[config.mk]
export PLATFORM = sky130hd
export DESIGN_NAME = trimmed_mean_sample_statistics_flat
export DESIGN_NICKNAME = d
export VERILOG_FILES = /design/src/tmss_pkg.sv /design/src/tmss_if.sv /design/src/trimmed_mean_sample_statistics.sv /design/src/tmss_front.sv /design/src/tmss_queue.sv /design/src/tmss_div.sv /design/src/tmss_back.sv /design/src/flat_wrapper.sv
export SDC_FILE = /design/constraint.sdc
export NUM_CORES = 2
export LEC_CHECK = 0
export BUFFER_PORTS_ARGS = -buffer_cell sky130_fd_sc_hd__buf_2
export CELL_PAD_IN_SITES_DETAIL_PLACEMENT = 1
export CELL_PAD_IN_SITES_GLOBAL_PLACEMENT = 2
export CORE_MARGIN = 3
export CORE_UTILIZATION = 25
export CTS_CLUSTER_SIZE = 28
export DETAILED_ROUTE_END_ITERATION = 8
export PLACE_DENSITY = 0.55
export SETUP_SLACK_MARGIN = 0.2
export SLEW_MARGIN = 15
export SYNTH_ARGS = -nofsm -noshare
export SYNTH_HDL_FRONTEND = slang
export SYNTH_SLANG_ARGS = --single-unit
[constraint.sdc]
create_clock -name clk -period 33.8 [get_ports clk]
set_input_delay 8.45 -clock clk [delete_from_list [all_inputs] [get_ports clk]]
set_output_delay 8.45 -clock clk [all_outputs]
set_load 0.01 [all_outputs]
[src/tmss_pkg.sv]
`timescale 1ns / 1ps
// ----------------------------------------------------------------------------
// tmss_pkg: shared types and constants for the trimmed-mean statistics block
// Channel count, widths, operation and status codes, and the records that
// pass between the front end, the queue, the back end and the divider.
// ----------------------------------------------------------------------------
package tmss_pkg;

  // Block configuration
  localparam int NUM_CHANNELS = 16;   // 1 .. 32
  localparam int SAMPLE_BITS  = 12;   // 8 .. 16
  localparam int COUNT_BITS   = 16;   // 4 .. 24
  localparam int SUM_BITS     = SAMPLE_BITS + COUNT_BITS;
  localparam int CH_W         = (NUM_CHANNELS > 1) ? $clog2(NUM_CHANNELS) : 1;

  // Port field widths
  localparam int MODE_W      = 2;
  localparam int CHANNEL_W   = 5;
  localparam int IN_SAMPLE_W = 12;
  localparam int AVG_W       = 12;
  localparam int COUNT_W     = 16;
  localparam int EXTREME_W   = 12;
  localparam int STATUS_W    = 2;

  // Queue between front and back end (power of two, at least 2)
  localparam int QUEUE_DEPTH = 2;
  localparam int QPTR_W      = $clog2(QUEUE_DEPTH);

  // Divider step counter
  localparam int DIV_STEP_W  = $clog2(SUM_BITS);

  // Samples dropped from the mean: the largest and the smallest
  localparam int TRIM_EDGES  = 2;

  typedef logic [CH_W-1:0]        ch_t;
  typedef logic [SAMPLE_BITS-1:0] smp_t;
  typedef logic [COUNT_BITS-1:0]  cnt_t;
  typedef logic [SUM_BITS-1:0]    sum_t;
  typedef logic [DIV_STEP_W-1:0]  div_step_t;
  typedef logic [QPTR_W-1:0]      qptr_t;
  typedef logic [QPTR_W:0]        qfill_t;

  // Count value at which further adds are refused
  localparam cnt_t COUNT_FULL = {COUNT_BITS{1'b1}};

  typedef enum logic [MODE_W-1:0] {
    MODE_ADD   = 2'd0,
    MODE_READ  = 2'd1,
    MODE_CLEAR = 2'd2
  } mode_t;

  typedef enum logic [STATUS_W-1:0] {
    ST_OK    = 2'd0,
    ST_FULL  = 2'd1,
    ST_BADCH = 2'd2
  } status_t;

  typedef enum logic [1:0] {
    OP_ADD,
    OP_READ,
    OP_CLEAR,
    OP_BADCH
  } op_t;

  typedef enum logic [2:0] {
    BK_IDLE,
    BK_UPDATE,
    BK_PREP,
    BK_DIV,
    BK_DONE
  } bk_state_t;

  // Classified item as queued between front and back end
  typedef struct packed {
    op_t  op;
    ch_t  ch;
    smp_t sample;
  } item_t;

  // Divider request and response
  typedef struct packed {
    logic start;
    sum_t num;
    cnt_t den;
  } div_req_t;

  typedef struct packed {
    logic busy;
    logic done;
    sum_t quot;
  } div_rsp_t;

endpackage

[src/tmss_if.sv]
`timescale 1ns / 1ps
// ----------------------------------------------------------------------------
// tmss_if: item and result channels
// Valid/ready channels carrying one command beat in and one result beat out.
// ----------------------------------------------------------------------------
interface tmss_in_if;
  logic                            valid;
  logic                            ready;
  logic [tmss_pkg::MODE_W-1:0]     mode;
  logic [tmss_pkg::CHANNEL_W-1:0]  channel;
  logic [tmss_pkg::IN_SAMPLE_W-1:0] sample;

  modport source (output valid, mode, channel, sample, input ready);
  modport sink   (input valid, mode, channel, sample, output ready);
endinterface

interface tmss_out_if;
  logic                           valid;
  logic                           ready;
  logic [tmss_pkg::AVG_W-1:0]     average;
  logic [tmss_pkg::COUNT_W-1:0]   count;
  logic [tmss_pkg::EXTREME_W-1:0] maximum;
  logic [tmss_pkg::EXTREME_W-1:0] minimum;
  logic [tmss_pkg::STATUS_W-1:0]  status;

  modport source (output valid, average, count, maximum, minimum, status, input ready);
  modport sink   (input valid, average, count, maximum, minimum, status, output ready);
endinterface

[src/trimmed_mean_sample_statistics.sv]
`timescale 1ns / 1ps
// ----------------------------------------------------------------------------
// trimmed_mean_sample_statistics: per-channel sample statistics
// Add, read and clear commands on per-channel count, sum, maximum and
// minimum, each answered by one result beat with the trimmed mean.
// ----------------------------------------------------------------------------
// Every command beat gets exactly one result beat describing the addressed
// channel after the command. The intake side accepts beats into a two-entry
// queue, so it keeps taking commands while the back end works and while a
// result waits for the sink. The back end handles one command at a time,
// stepping through pop, update, setup and result, and when the mean needs a
// division it waits in between for the bit-serial divider, which produces
// one quotient bit per sum bit. The divider is the rate-setting unit. No
// clearing pass is needed after reset; all channels read as cleared at once.
// ----------------------------------------------------------------------------
module trimmed_mean_sample_statistics (
  input logic         clk,
  input logic         rst_n,
  tmss_in_if.sink     in_if,
  tmss_out_if.source  out_if
);

  logic               q_push, q_ready, q_valid, q_pop;
  tmss_pkg::item_t    q_in_item, q_head;
  tmss_pkg::div_req_t div_req;
  tmss_pkg::div_rsp_t div_rsp;

  tmss_front u_front (
    .in_if   (in_if),
    .q_ready (q_ready),
    .push    (q_push),
    .item    (q_in_item)
  );

  tmss_queue u_queue (
    .clk       (clk),
    .rst_n     (rst_n),
    .push      (q_push),
    .push_item (q_in_item),
    .ready     (q_ready),
    .valid     (q_valid),
    .head      (q_head),
    .pop       (q_pop)
  );

  tmss_div u_div (
    .clk   (clk),
    .rst_n (rst_n),
    .req   (div_req),
    .rsp   (div_rsp)
  );

  tmss_back u_back (
    .clk     (clk),
    .rst_n   (rst_n),
    .q_valid (q_valid),
    .q_item  (q_head),
    .pop     (q_pop),
    .div_req (div_req),
    .div_rsp (div_rsp),
    .out_if  (out_if)
  );

  // Never pop an empty queue, never start the divider while it runs
  a_pop_nonempty: assert property (@(posedge clk) disable iff (!rst_n)
    q_pop |-> q_valid)
    else $error("command popped from empty queue");

  a_div_idle_start: assert property (@(posedge clk) disable iff (!rst_n)
    div_req.start |-> !div_rsp.busy)
    else $error("divider restarted while busy");

  // Bad-channel beats carry all-zero statistics
  a_badch_zero: assert property (@(posedge clk) disable iff (!rst_n)
    out_if.valid && out_if.status == tmss_pkg::ST_BADCH |->
      out_if.count == '0 && out_if.maximum == '0 && out_if.minimum == '0 &&
      out_if.average == '0)
    else $error("bad-channel result with nonzero fields");

  // A nonempty channel's mean lies between its extremes
  a_mean_range: assert property (@(posedge clk) disable iff (!rst_n)
    out_if.valid && out_if.count != '0 |->
      out_if.minimum <= out_if.average && out_if.average <= out_if.maximum)
    else $error("trimmed mean outside sample range");

  // A refused add reports a full count
  a_full_count: assert property (@(posedge clk) disable iff (!rst_n)
    out_if.valid && out_if.status == tmss_pkg::ST_FULL |->
      out_if.count == tmss_pkg::COUNT_W'(tmss_pkg::COUNT_FULL))
    else $error("full status without full count");

endmodule

[src/tmss_front.sv]
`timescale 1ns / 1ps
// ----------------------------------------------------------------------------
// tmss_front: command intake and classification
// Accepts command beats while the queue has room, checks the channel range
// and reduces mode and channel to one operation code for the back end.
// ----------------------------------------------------------------------------
module tmss_front (
  tmss_in_if.sink          in_if,
  input  logic             q_ready,
  output logic             push,
  output tmss_pkg::item_t  item
);

  localparam logic [tmss_pkg::CHANNEL_W:0] CH_LIMIT =
    (tmss_pkg::CHANNEL_W + 1)'(tmss_pkg::NUM_CHANNELS);

  logic bad_ch;

  // Take a beat whenever the queue can hold it
  assign in_if.ready = q_ready;
  assign push        = in_if.valid & q_ready;

  // Flag channels beyond the implemented set
  assign bad_ch = {1'b0, in_if.channel} >= CH_LIMIT;

  // Classify the beat
  always_comb begin
    item.ch     = tmss_pkg::ch_t'(in_if.channel);
    item.sample = tmss_pkg::smp_t'(in_if.sample);
    if (bad_ch) begin
      item.op = tmss_pkg::OP_BADCH;
    end else begin
      case (tmss_pkg::mode_t'(in_if.mode))
        tmss_pkg::MODE_ADD:   item.op = tmss_pkg::OP_ADD;
        tmss_pkg::MODE_CLEAR: item.op = tmss_pkg::OP_CLEAR;
        default:              item.op = tmss_pkg::OP_READ;
      endcase
    end
  end

endmodule

[src/tmss_queue.sv]
`timescale 1ns / 1ps
// ----------------------------------------------------------------------------
// tmss_queue: short command queue
// Small FIFO of classified commands that decouples intake from processing.
// ----------------------------------------------------------------------------
module tmss_queue (
  input  logic            clk,
  input  logic            rst_n,
  input  logic            push,
  input  tmss_pkg::item_t push_item,
  output logic            ready,
  output logic            valid,
  output tmss_pkg::item_t head,
  input  logic            pop
);

  tmss_pkg::item_t  entry_r [tmss_pkg::QUEUE_DEPTH];
  tmss_pkg::qptr_t  wr_ptr_r, wr_ptr_nxt;
  tmss_pkg::qptr_t  rd_ptr_r, rd_ptr_nxt;
  tmss_pkg::qfill_t fill_r, fill_nxt;

  assign ready = fill_r != tmss_pkg::qfill_t'(tmss_pkg::QUEUE_DEPTH);
  assign valid = fill_r != '0;
  assign head  = entry_r[rd_ptr_r];

  // Advance pointers and fill level
  always_comb begin
    wr_ptr_nxt = push ? wr_ptr_r + 1'b1 : wr_ptr_r;
    rd_ptr_nxt = pop  ? rd_ptr_r + 1'b1 : rd_ptr_r;
    fill_nxt   = fill_r;
    if (push && !pop) begin
      fill_nxt = fill_r + 1'b1;
    end else if (pop && !push) begin
      fill_nxt = fill_r - 1'b1;
    end
  end

  always_ff @(posedge clk) begin
    if (!rst_n) begin
      wr_ptr_r <= '0;
      rd_ptr_r <= '0;
      fill_r   <= '0;
    end else begin
      wr_ptr_r <= wr_ptr_nxt;
      rd_ptr_r <= rd_ptr_nxt;
      fill_r   <= fill_nxt;
    end
  end

  // Store incoming beats
  always_ff @(posedge clk) begin
    if (push) begin
      entry_r[wr_ptr_r] <= push_item;
    end
  end

endmodule

[src/tmss_div.sv]
`timescale 1ns / 1ps
// ----------------------------------------------------------------------------
// tmss_div: sequential unsigned divider
// Restoring division of the sum by the sample count, one quotient bit per
// cycle until all SUM_BITS quotient bits are in.
// ----------------------------------------------------------------------------
module tmss_div (
  input  logic               clk,
  input  logic               rst_n,
  input  tmss_pkg::div_req_t req,
  output tmss_pkg::div_rsp_t rsp
);

  localparam int CB = tmss_pkg::COUNT_BITS;
  localparam int SB = tmss_pkg::SUM_BITS;

  logic                busy_r, busy_nxt;
  logic                done_r, done_nxt;
  tmss_pkg::div_step_t step_r, step_nxt;
  tmss_pkg::sum_t      quo_r, quo_nxt;
  logic [CB:0]         rem_r, rem_nxt;
  tmss_pkg::cnt_t      den_r;

  logic [CB:0] trial;
  logic        fits;
  logic        last_step;

  // One restoring step: shift in the next dividend bit, subtract if it fits
  assign trial     = {rem_r[CB-1:0], quo_r[SB-1]};
  assign fits      = trial >= {1'b0, den_r};
  assign last_step = step_r == tmss_pkg::div_step_t'(SB - 1);

  always_comb begin
    busy_nxt = busy_r;
    done_nxt = 1'b0;
    step_nxt = step_r;
    quo_nxt  = quo_r;
    rem_nxt  = rem_r;
    if (req.start) begin
      busy_nxt = 1'b1;
      step_nxt = '0;
      quo_nxt  = req.num;
      rem_nxt  = '0;
    end else if (busy_r) begin
      rem_nxt  = fits ? trial - {1'b0, den_r} : trial;
      quo_nxt  = {quo_r[SB-2:0], fits};
      step_nxt = step_r + 1'b1;
      if (last_step) begin
        busy_nxt = 1'b0;
        done_nxt = 1'b1;
      end
    end
  end

  always_ff @(posedge clk) begin
    if (!rst_n) begin
      busy_r <= 1'b0;
      done_r <= 1'b0;
    end else begin
      busy_r <= busy_nxt;
      done_r <= done_nxt;
    end
  end

  always_ff @(posedge clk) begin
    step_r <= step_nxt;
    quo_r  <= quo_nxt;
    rem_r  <= rem_nxt;
    if (req.start) begin
      den_r <= req.den;
    end
  end

  assign rsp.busy = busy_r;
  assign rsp.done = done_r;
  assign rsp.quot = quo_r;

endmodule

[src/tmss_back.sv]
`timescale 1ns / 1ps
// ----------------------------------------------------------------------------
// tmss_back: statistics store and result sequencer
// Pops one command, updates the channel's count, sum and extremes, sets up
// the trimmed-mean division and holds the result beat for the sink.
// ----------------------------------------------------------------------------
module tmss_back (
  input  logic               clk,
  input  logic               rst_n,
  input  logic               q_valid,
  input  tmss_pkg::item_t    q_item,
  output logic               pop,
  output tmss_pkg::div_req_t div_req,
  input  tmss_pkg::div_rsp_t div_rsp,
  tmss_out_if.source         out_if
);

  localparam int NCH = tmss_pkg::NUM_CHANNELS;

  tmss_pkg::bk_state_t state_r, state_nxt;

  // Per-channel store; a set first flag means the channel reads as cleared
  tmss_pkg::cnt_t   cnt_mem_r [NCH];
  tmss_pkg::sum_t   sum_mem_r [NCH];
  tmss_pkg::smp_t   max_mem_r [NCH];
  tmss_pkg::smp_t   min_mem_r [NCH];
  logic [NCH-1:0]   first_r;

  tmss_pkg::item_t  item_r;
  tmss_pkg::cnt_t   st_cnt_r;
  tmss_pkg::sum_t   st_sum_r;
  tmss_pkg::smp_t   st_max_r;
  tmss_pkg::smp_t   st_min_r;
  tmss_pkg::status_t stat_r;
  logic             zero_avg_r;

  logic                        out_valid_r, out_valid_nxt;
  logic [tmss_pkg::AVG_W-1:0]     out_avg_r;
  logic [tmss_pkg::COUNT_W-1:0]   out_cnt_r;
  logic [tmss_pkg::EXTREME_W-1:0] out_max_r;
  logic [tmss_pkg::EXTREME_W-1:0] out_min_r;
  tmss_pkg::status_t              out_stat_r;

  // Control strobes
  logic upd_en, prep_en, res_load;

  // Update-stage values
  logic              cur_first;
  tmss_pkg::cnt_t    cur_cnt, new_cnt;
  tmss_pkg::sum_t    cur_sum, new_sum;
  tmss_pkg::smp_t    cur_max, new_max;
  tmss_pkg::smp_t    cur_min, new_min;
  tmss_pkg::status_t new_stat;
  logic              wr_stats, clr_stats;

  // Prep-stage values
  logic           small_n, zero_c;
  tmss_pkg::sum_t edges;

  // Read the addressed channel
  always_comb begin
    cur_first = first_r[item_r.ch];
    cur_cnt   = cur_first ? '0 : cnt_mem_r[item_r.ch];
    cur_sum   = cur_first ? '0 : sum_mem_r[item_r.ch];
    cur_max   = cur_first ? '0 : max_mem_r[item_r.ch];
    cur_min   = cur_first ? '1 : min_mem_r[item_r.ch];
  end

  // Apply the command to the channel statistics
  always_comb begin
    new_cnt   = cur_cnt;
    new_sum   = cur_sum;
    new_max   = cur_max;
    new_min   = cur_min;
    new_stat  = tmss_pkg::ST_OK;
    wr_stats  = 1'b0;
    clr_stats = 1'b0;
    case (item_r.op)
      tmss_pkg::OP_ADD: begin
        if (!cur_first && cur_cnt == tmss_pkg::COUNT_FULL) begin
          new_stat = tmss_pkg::ST_FULL;
        end else if (cur_first) begin
          new_cnt  = tmss_pkg::cnt_t'(1);
          new_sum  = tmss_pkg::sum_t'(item_r.sample);
          new_max  = item_r.sample;
          new_min  = item_r.sample;
          wr_stats = 1'b1;
        end else begin
          new_cnt  = cur_cnt + 1'b1;
          new_sum  = cur_sum + tmss_pkg::sum_t'(item_r.sample);
          new_max  = (item_r.sample > cur_max) ? item_r.sample : cur_max;
          new_min  = (item_r.sample < cur_min) ? item_r.sample : cur_min;
          wr_stats = 1'b1;
        end
      end
      tmss_pkg::OP_CLEAR: begin
        new_cnt   = '0;
        new_sum   = '0;
        new_max   = '0;
        new_min   = '1;
        clr_stats = 1'b1;
      end
      tmss_pkg::OP_BADCH: begin
        new_cnt  = '0;
        new_sum  = '0;
        new_max  = '0;
        new_min  = '0;
        new_stat = tmss_pkg::ST_BADCH;
      end
      default: begin
      end
    endcase
  end

  // Set up the trimmed mean: plain mean for one or two samples
  always_comb begin
    edges   = tmss_pkg::sum_t'(st_max_r) + tmss_pkg::sum_t'(st_min_r);
    small_n = st_cnt_r <= tmss_pkg::cnt_t'(tmss_pkg::TRIM_EDGES);
    zero_c  = (st_cnt_r == '0) || (!small_n && st_sum_r < edges);
    div_req.start = prep_en && !zero_c;
    div_req.num   = small_n ? st_sum_r : st_sum_r - edges;
    div_req.den   = small_n ? st_cnt_r : st_cnt_r - tmss_pkg::cnt_t'(tmss_pkg::TRIM_EDGES);
  end

  // Next state
  always_comb begin
    state_nxt = state_r;
    case (state_r)
      tmss_pkg::BK_IDLE:   if (q_valid) state_nxt = tmss_pkg::BK_UPDATE;
      tmss_pkg::BK_UPDATE: state_nxt = tmss_pkg::BK_PREP;
      tmss_pkg::BK_PREP:   state_nxt = zero_c ? tmss_pkg::BK_DONE : tmss_pkg::BK_DIV;
      tmss_pkg::BK_DIV:    if (div_rsp.done) state_nxt = tmss_pkg::BK_DONE;
      tmss_pkg::BK_DONE:   if (res_load) state_nxt = tmss_pkg::BK_IDLE;
      default:             state_nxt = tmss_pkg::BK_IDLE;
    endcase
  end

  // State outputs
  always_comb begin
    pop      = 1'b0;
    upd_en   = 1'b0;
    prep_en  = 1'b0;
    res_load = 1'b0;
    case (state_r)
      tmss_pkg::BK_IDLE:   pop      = q_valid;
      tmss_pkg::BK_UPDATE: upd_en   = 1'b1;
      tmss_pkg::BK_PREP:   prep_en  = 1'b1;
      tmss_pkg::BK_DONE:   res_load = !out_valid_r || out_if.ready;
      default: begin
      end
    endcase
  end

  // Hold the result beat until the sink takes it
  always_comb begin
    out_valid_nxt = out_valid_r;
    if (res_load) begin
      out_valid_nxt = 1'b1;
    end else if (out_if.ready) begin
      out_valid_nxt = 1'b0;
    end
  end

  always_ff @(posedge clk) begin
    if (!rst_n) begin
      state_r     <= tmss_pkg::BK_IDLE;
      out_valid_r <= 1'b0;
      first_r     <= '1;
    end else begin
      state_r     <= state_nxt;
      out_valid_r <= out_valid_nxt;
      if (upd_en && wr_stats) begin
        first_r[item_r.ch] <= 1'b0;
      end else if (upd_en && clr_stats) begin
        first_r[item_r.ch] <= 1'b1;
      end
    end
  end

  // Datapath registers and channel store
  always_ff @(posedge clk) begin
    if (pop) begin
      item_r <= q_item;
    end
    if (upd_en) begin
      st_cnt_r <= new_cnt;
      st_sum_r <= new_sum;
      st_max_r <= new_max;
      st_min_r <= new_min;
      stat_r   <= new_stat;
    end
    if (upd_en && wr_stats) begin
      cnt_mem_r[item_r.ch] <= new_cnt;
      sum_mem_r[item_r.ch] <= new_sum;
      max_mem_r[item_r.ch] <= new_max;
      min_mem_r[item_r.ch] <= new_min;
    end
    if (prep_en) begin
      zero_avg_r <= zero_c;
    end
    if (res_load) begin
      out_avg_r  <= zero_avg_r ? '0 : tmss_pkg::AVG_W'(div_rsp.quot);
      out_cnt_r  <= tmss_pkg::COUNT_W'(st_cnt_r);
      out_max_r  <= tmss_pkg::EXTREME_W'(st_max_r);
      out_min_r  <= tmss_pkg::EXTREME_W'(st_min_r);
      out_stat_r <= stat_r;
    end
  end

  assign out_if.valid   = out_valid_r;
  assign out_if.average = out_avg_r;
  assign out_if.count   = out_cnt_r;
  assign out_if.maximum = out_max_r;
  assign out_if.minimum = out_min_r;
  assign out_if.status  = out_stat_r;

endmodule
[src/flat_wrapper.sv]
// flat-port wrapper written by rule: the top's interface ports become plain ports
module trimmed_mean_sample_statistics_flat 
  (clk, rst_n, in_if_valid, in_if_mode, in_if_channel, in_if_sample, in_if_ready, out_if_valid, out_if_average, out_if_count, out_if_maximum, out_if_minimum, out_if_status, out_if_ready);
  tmss_in_if in_if_i ();
  tmss_out_if out_if_i ();
  input logic clk;
  input logic rst_n;
  input wire logic [$bits(in_if_i.valid)-1:0] in_if_valid;
  input wire logic [$bits(in_if_i.mode)-1:0] in_if_mode;
  input wire logic [$bits(in_if_i.channel)-1:0] in_if_channel;
  input wire logic [$bits(in_if_i.sample)-1:0] in_if_sample;
  output wire logic [$bits(in_if_i.ready)-1:0] in_if_ready;
  output wire logic [$bits(out_if_i.valid)-1:0] out_if_valid;
  output wire logic [$bits(out_if_i.average)-1:0] out_if_average;
  output wire logic [$bits(out_if_i.count)-1:0] out_if_count;
  output wire logic [$bits(out_if_i.maximum)-1:0] out_if_maximum;
  output wire logic [$bits(out_if_i.minimum)-1:0] out_if_minimum;
  output wire logic [$bits(out_if_i.status)-1:0] out_if_status;
  input wire logic [$bits(out_if_i.ready)-1:0] out_if_ready;
  assign in_if_i.valid = in_if_valid;
  assign in_if_i.mode = in_if_mode;
  assign in_if_i.channel = in_if_channel;
  assign in_if_i.sample = in_if_sample;
  assign in_if_ready = in_if_i.ready;
  assign out_if_valid = out_if_i.valid;
  assign out_if_average = out_if_i.average;
  assign out_if_count = out_if_i.count;
  assign out_if_maximum = out_if_i.maximum;
  assign out_if_minimum = out_if_i.minimum;
  assign out_if_status = out_if_i.status;
  assign out_if_i.ready = out_if_ready;
  trimmed_mean_sample_statistics u_core (.clk(clk), .rst_n(rst_n), .in_if(in_if_i), .out_if(out_if_i));
endmodule
After elaboration in Yosys (flattened, before gate mapping) --
Memory sizes are Yosys's and may differ from the RTL's. A register that Yosys moved wholly into a read port is not among the register bits. Cells that the tools add are included.
Cells by class: add/sub/neg operators 11, magnitude comparators 8, equality and inequality tests 13, multiplexer cells 57, bitwise operators 6, reduce and logical (&&, ||, !) cells 28
Operators by type and width (number):
- 28-bit two-way mux | 6
- 16-bit two-way mux | 7
- 12-bit two-way mux | 8
- 28-bit one-hot mux with 2 select lines | 1
- 12-bit one-hot mux with 3 select lines | 1
- 16-bit one-hot mux with 2 select lines | 1
- 28-bit by 12-bit adder with 28-bit output | 1
- 28-bit by 13-bit < comparator with 1-bit output | 1
- 28-bit by 13-bit subtractor with 28-bit output | 1
- 12-bit one-hot mux with 2 select lines | 1
- 1-bit two-way mux | 20
- 17-bit by 16-bit greater-or-equal comparator with 1-bit output | 1
- 16-bit by 1-bit adder with 16-bit output, second input constant | 1
- 16-bit AND | 1
- 16-bit == test, second input constant | 1
- 16-bit by 2-bit <= comparator with 1-bit output, second input constant | 1
- 16-bit zero test | 1
- 16-bit inverter | 1
- 16-bit OR | 1
- 16-bit subtractor | 1
- 16-bit by 2-bit subtractor with 16-bit output, second input constant | 1
- 3-bit one-hot mux with 5 select lines | 1
- 12-bit by 12-bit adder with 13-bit output | 1
- 12-bit > comparator | 1
- 31 further kinds | 62
Storage, ports and cells: flip-flop bits (word level) 216, bits in writable memories 1124, input bits 23, output and inout bits 56, word-level logic and storage cells 151, memories kept 5
Memories:
- u_core.u_back.sum_mem_r | words 16, width 28, rd ports 1, clocked after Yosys merged registers in 0, wr ports 1, line tmss_back.sv:24 | tmss_pkg::sum_t sum_mem_r [NCH];
- u_core.u_back.cnt_mem_r | words 16, width 16, rd ports 1, clocked after Yosys merged registers in 0, wr ports 1, line tmss_back.sv:23 | tmss_pkg::cnt_t cnt_mem_r [NCH];
- u_core.u_back.max_mem_r | words 16, width 12, rd ports 1, clocked after Yosys merged registers in 0, wr ports 1, line tmss_back.sv:25 | tmss_pkg::smp_t max_mem_r [NCH];
- u_core.u_back.min_mem_r | words 16, width 12, rd ports 1, clocked after Yosys merged registers in 0, wr ports 1, line tmss_back.sv:26 | tmss_pkg::smp_t min_mem_r [NCH];
- u_core.u_queue.entry_r | words 2, width 18, rd ports 1, clocked after Yosys merged registers in 1, wr ports 1, line tmss_queue.sv:17 | tmss_pkg::item_t entry_r [tmss_pkg::QUEUE_DEPTH];

Logic depth before layout (Yosys ltp) --
word-level depth 10, depth in mapped cells 23, depth with buffers taken out 22

Modules after synthesis --
Synthesis repeated with hierarchy kept, for this count alone.
Unflattened totals: cell total of the unflattened synthesis 3048, area total of the unflattened synthesis 56561.7 µm²
Modules (own cells, without submodules):
- tmss_back | instances 1, cells each 2642, area an instance 51368.0 µm², seq. area each 37445.9 µm²
- tmss_div | instances 1, cells each 307, area an instance 3523.4 µm², seq. area each 1781.7 µm²
- tmss_queue | instances 1, cells each 78, area an instance 1519.0 µm², seq. area each 1181.1 µm²
- tmss_front | instances 1, cells each 21, area an instance 151.4 µm², seq. area each 0.0 µm²

Worst setup path before layout --
OpenSTA, ideal clock, no wires.
kind register -> register, from register u_core.u_back.state_r[0], to register with a tool-made name, setup time 0.356 ns, arrival 12.172 ns, required time 33.444 ns, setup slack 21.271 ns, stages on the path, launching flop included 7, buffers on the path 1, clock period less this slack 12.529 ns, path through dfxtp_1 clkbuf_1 nor3b_1 nand2_1 or4_4 nor3_1 o21ai_0
RTL lines:
- from (decl) | line tmss_back.sv:20 | tmss_pkg::bk_state_t state_r, state_nxt;
- from (signal assigned) | line tmss_back.sv:166 | state_r <= tmss_pkg::BK_IDLE;
- from (signal assigned) | line tmss_back.sv:170 | state_r <= state_nxt;

Worst setup path in the final report --
from register u_core.u_queue.fill_r[0], to output in_if_ready
On the way: cells in the longest elaborated chain, start to end 1
RTL lines:
- from (decl) | line tmss_queue.sv:20 | tmss_pkg::qfill_t fill_r, fill_nxt;
- from (signal assigned) | line tmss_queue.sv:46 | fill_r <= fill_nxt;
- 2-bit != test | line tmss_queue.sv:22 | assign ready = fill_r != tmss_pkg::qfill_t'(tmss_pkg::QUEUE_DEPTH);
- to (decl) | line flat_wrapper.sv:12 | output wire logic [$bits(in_if_i.ready)-1:0] in_if_ready;
No other way between the ends.

==> out/metrics.csv <==
metric,value,unit
vias per cell,4.61,
CTS tree,built,
layout cells sized above 1,24.5,%
Leakage,21.3,nW
TritonCTS Buffers,157,
clock skew,0.0562,ns
largest net degree at the start of global routing,141,
Reg area,40300,um2
Root Buffer,clkbuf_16,
CP Capture Type,output pin,
"Seq/Total Area, Yosys",71.9,%
min cycle time layout,9.95,ns
area delta synth->final,17.4,%
worst min path class,register to register,
Synth Area per Inst,18.6,um2
nets,3336,
VDD IR max,0.0000532,V
met2 usage,23.3,%
row cnt,173,
GRT Residual Overflow,0,
worst slew pin tran,1.18,ns
Fin Hold WS,0.465,ns
die extent in x,480,um
Max Clk Rate,0.100,GHz
FF-to-FF path depth,19,
Max Cap Viol,0,
DIE AREA,230000,um2
Synth warnings,0,
clk slew on worst S/H paths,0.06,ns
clock latency on the worst-skew pair,0.81,ns
unrepaired setup endpoints after global routing,false,
most crowded layer after global routing,met2,
die height,480,um
post-synth top area cell,edfxtp_1,
Setup crit start kind,register,
cts hold-fix bufs,0,
Ports,79,
syn_nets,3129,
"critical path fanouts, max",5,
Initial Utilization,25.2,%
fill count,22800,
Netlist Area Pre-Place,56100,um2
Post-synth top flop,edfxtp_1,
via count,29200,
Final Hold Viols,0,
vias in the first global route,31200,
async set-reset flop share out of synthesis,0,%
"Power, Total",6.15,mW
initial antenna violation count,9,
Setup-failing EPs final,0,
number of flops mapped to enable cells by yosys,1311,
IO buf count,78,
post_cts resized,0,
Max Slew Vio Count,0,
Synth cell types,90,
WL final,164,mm
setup_tns,0,ns
PD cells,93.5,nW/um2
number of synthesized register bits,1358,
initial DRC count,2416,
"top cells by area, synth","edfxtp_1, mux4_2, ha_1",
routed len/inst,25.8,um
Rel. slew slack,21.2,%
crit path kind,register to output pin,
top cell type's share of synthesized area,70.2,%
Core Box Area,223000,um2
status,completed,
Final ANT Viol Nets,0,
first-pass GRT wire length,235,mm
GRT met1 Usage,19.4,%
Post-CTS Setup Inserts,0,
met3 global-route usage,2.14,%
CP Data Required Time,25.35,ns
multi-input logic area,15000,um2
WP data arrival,1.50,ns
routability cong.,0.728,
Tcrit/Tclk final,29.4,%
Placement Setup Slack,23.10,ns
post-layout worst setup margin,23.85,ns
Worst Hold Depth,0,
Mapped Cells,3018,
Post-route DRC,0,
Total Routing Usage GR,14.1,%
Sinks on Clock Net,1358,
clk buf depth,3,
placed wire-length estimate,97.5,mm
H-tree depth,4,
First-pass DRT Iterations,5,
==> power breakdown <==
part	switching, mW	total (mW)	internal, mW
registers	0.102	2.33	2.22
logic	1.31	2.07	0.766
clock network	0.727	1.76	1.03
==> worst max-delay path, stage by stage, from the launching register on <==
cell,delay (ns)
dfxtp_1,0.41
nand2b_1,0.19
buf_2,0.15
==> kinds of logic (layout without fill, tap and decap cells) <==
family | after synthesis | in the layout | share of synthesized area (%)
adder cells (fa/ha/maj) | 88 | 88 | 2.02
XOR/XNOR | 74 | 74 | 1.16
multiplexers | 357 | 357 | 13.6
AO/OA/AOI/OAI | 425 | 425 | 4.92
flip-flops | 1358 | 1358 | 71.9
buffers and inverters | 211 | 543 | 1.93
other | 0 | 4 | 0
AND/OR/NAND/NOR | 505 | 505 | 4.49
==> synth_stat cells, drive strengths merged, types with 3 or more instances <==
library cell,n
a2111oi,4
a211oi,10
a21boi,7
a21o,21
a21oi,103
a221oi,10
a22o,30
a22oi,33
a31oi,12
and2,10
and3,21
buf,73
clkbuf,70
dfxtp,47
edfxtp,1311
fa,4
ha,84
inv,68
mux2,20
mux2i,19
mux4,318
nand2,151
nand2b,23
nand3,37
nand3b,4
nand4,16
nor2,120
nor2b,31
nor3,38
nor4,11
o211ai,15
o21a,15
o21ai,124
o22ai,6
o2bb2ai,3
o311ai,3
o31ai,4
or2,6
or3,10
or3b,3
or4,17
xnor2,44
xor2,30
==> registers in the layout, summed over array words and instances (netlist names), 16 cells and up, named ones only <==
| name | cells |
|---|---|
| u_core.u_back.st_sum_r | 28 |
| u_core.u_back.sum_mem_r | 448 |
| u_core.u_back.out_if.count | 16 |
| u_core.u_back.max_mem_r | 192 |
| u_core.u_back.cnt_mem_r | 256 |
| u_core.u_queue.entry_r | 36 |
| u_core.u_div.quo_r | 28 |
| u_core.u_div.den_r | 16 |
| u_core.u_back.item_r | 18 |
| u_core.u_div.rem_r | 16 |
| u_core.u_back.min_mem_r | 192 |
| u_core.u_back.st_cnt_r | 16 |
==> worst paths after layout <==
check,end,start,slack (ns)
worst max-delay path,in_if_ready,u_core.u_queue.fill_r[0]$_SDFFE_PN0P_,23.85
worst min-delay path,u_core.u_back.out_if.minimum[8]$_DFFE_PP_,u_core.u_back.st_min_r[8]$_DFFE_PP_,0.47
worst max register to register,u_core.u_back.sum_mem_r[6][21]$_DFFE_PP_,u_core.u_back.item_r[12]$_DFFE_PP_,26.31
worst min register to register,u_core.u_back.out_if.minimum[8]$_DFFE_PP_,u_core.u_back.st_min_r[8]$_DFFE_PP_,0.47
==> layout by cell type (no fill, tap or decap), drive strengths merged, types with 31 or more instances in the layout <==
cell       n
clkinv    60
o21ai    124
xnor2     44
nor2b     31
nor2     120
nand3     37
dfxtp     47
edfxtp  1311
a22oi     33
nand2    151
mux4     318
clkbuf   191
a21oi    103
ha        84
nor3      38
inv       77
buf      190
==> metrics by stage <==
step                      cell area [um2]  utilization, %  std cells
after detailed placement            60400            27.1       6037
after CTS                           65700            29.5       6321
after floorplan                     56100               -       3018
after global routing                65800            29.6       6326
final                               65800            29.6       6329
after global placement              60400            27.1       6037
==> cell type report <==
| class | count | area share [%] |
|---|---|---|
| inverter | 68 | 0.395 |
| clock inverter | 94 | 1.88 |
| antenna | 4 | 0.0152 |
| sequential | 1358 | 61.2 |
| clock buffer | 190 | 6.22 |
| timing repair buffer | 191 | 1.89 |
| tap | 2975 | 5.65 |
| multi-input combinational | 1449 | 22.7 |
==> metal layers <==
metal | up-vias | part of all wire (%)
li1 | 12700 | -
met1 | 15700 | 45
met4 | 0 | 2.3
met2 | 544 | 48
met5 | - | 0
met3 | 179 | 3.9
Note: power is estimated with default switching activity, not from simulation.
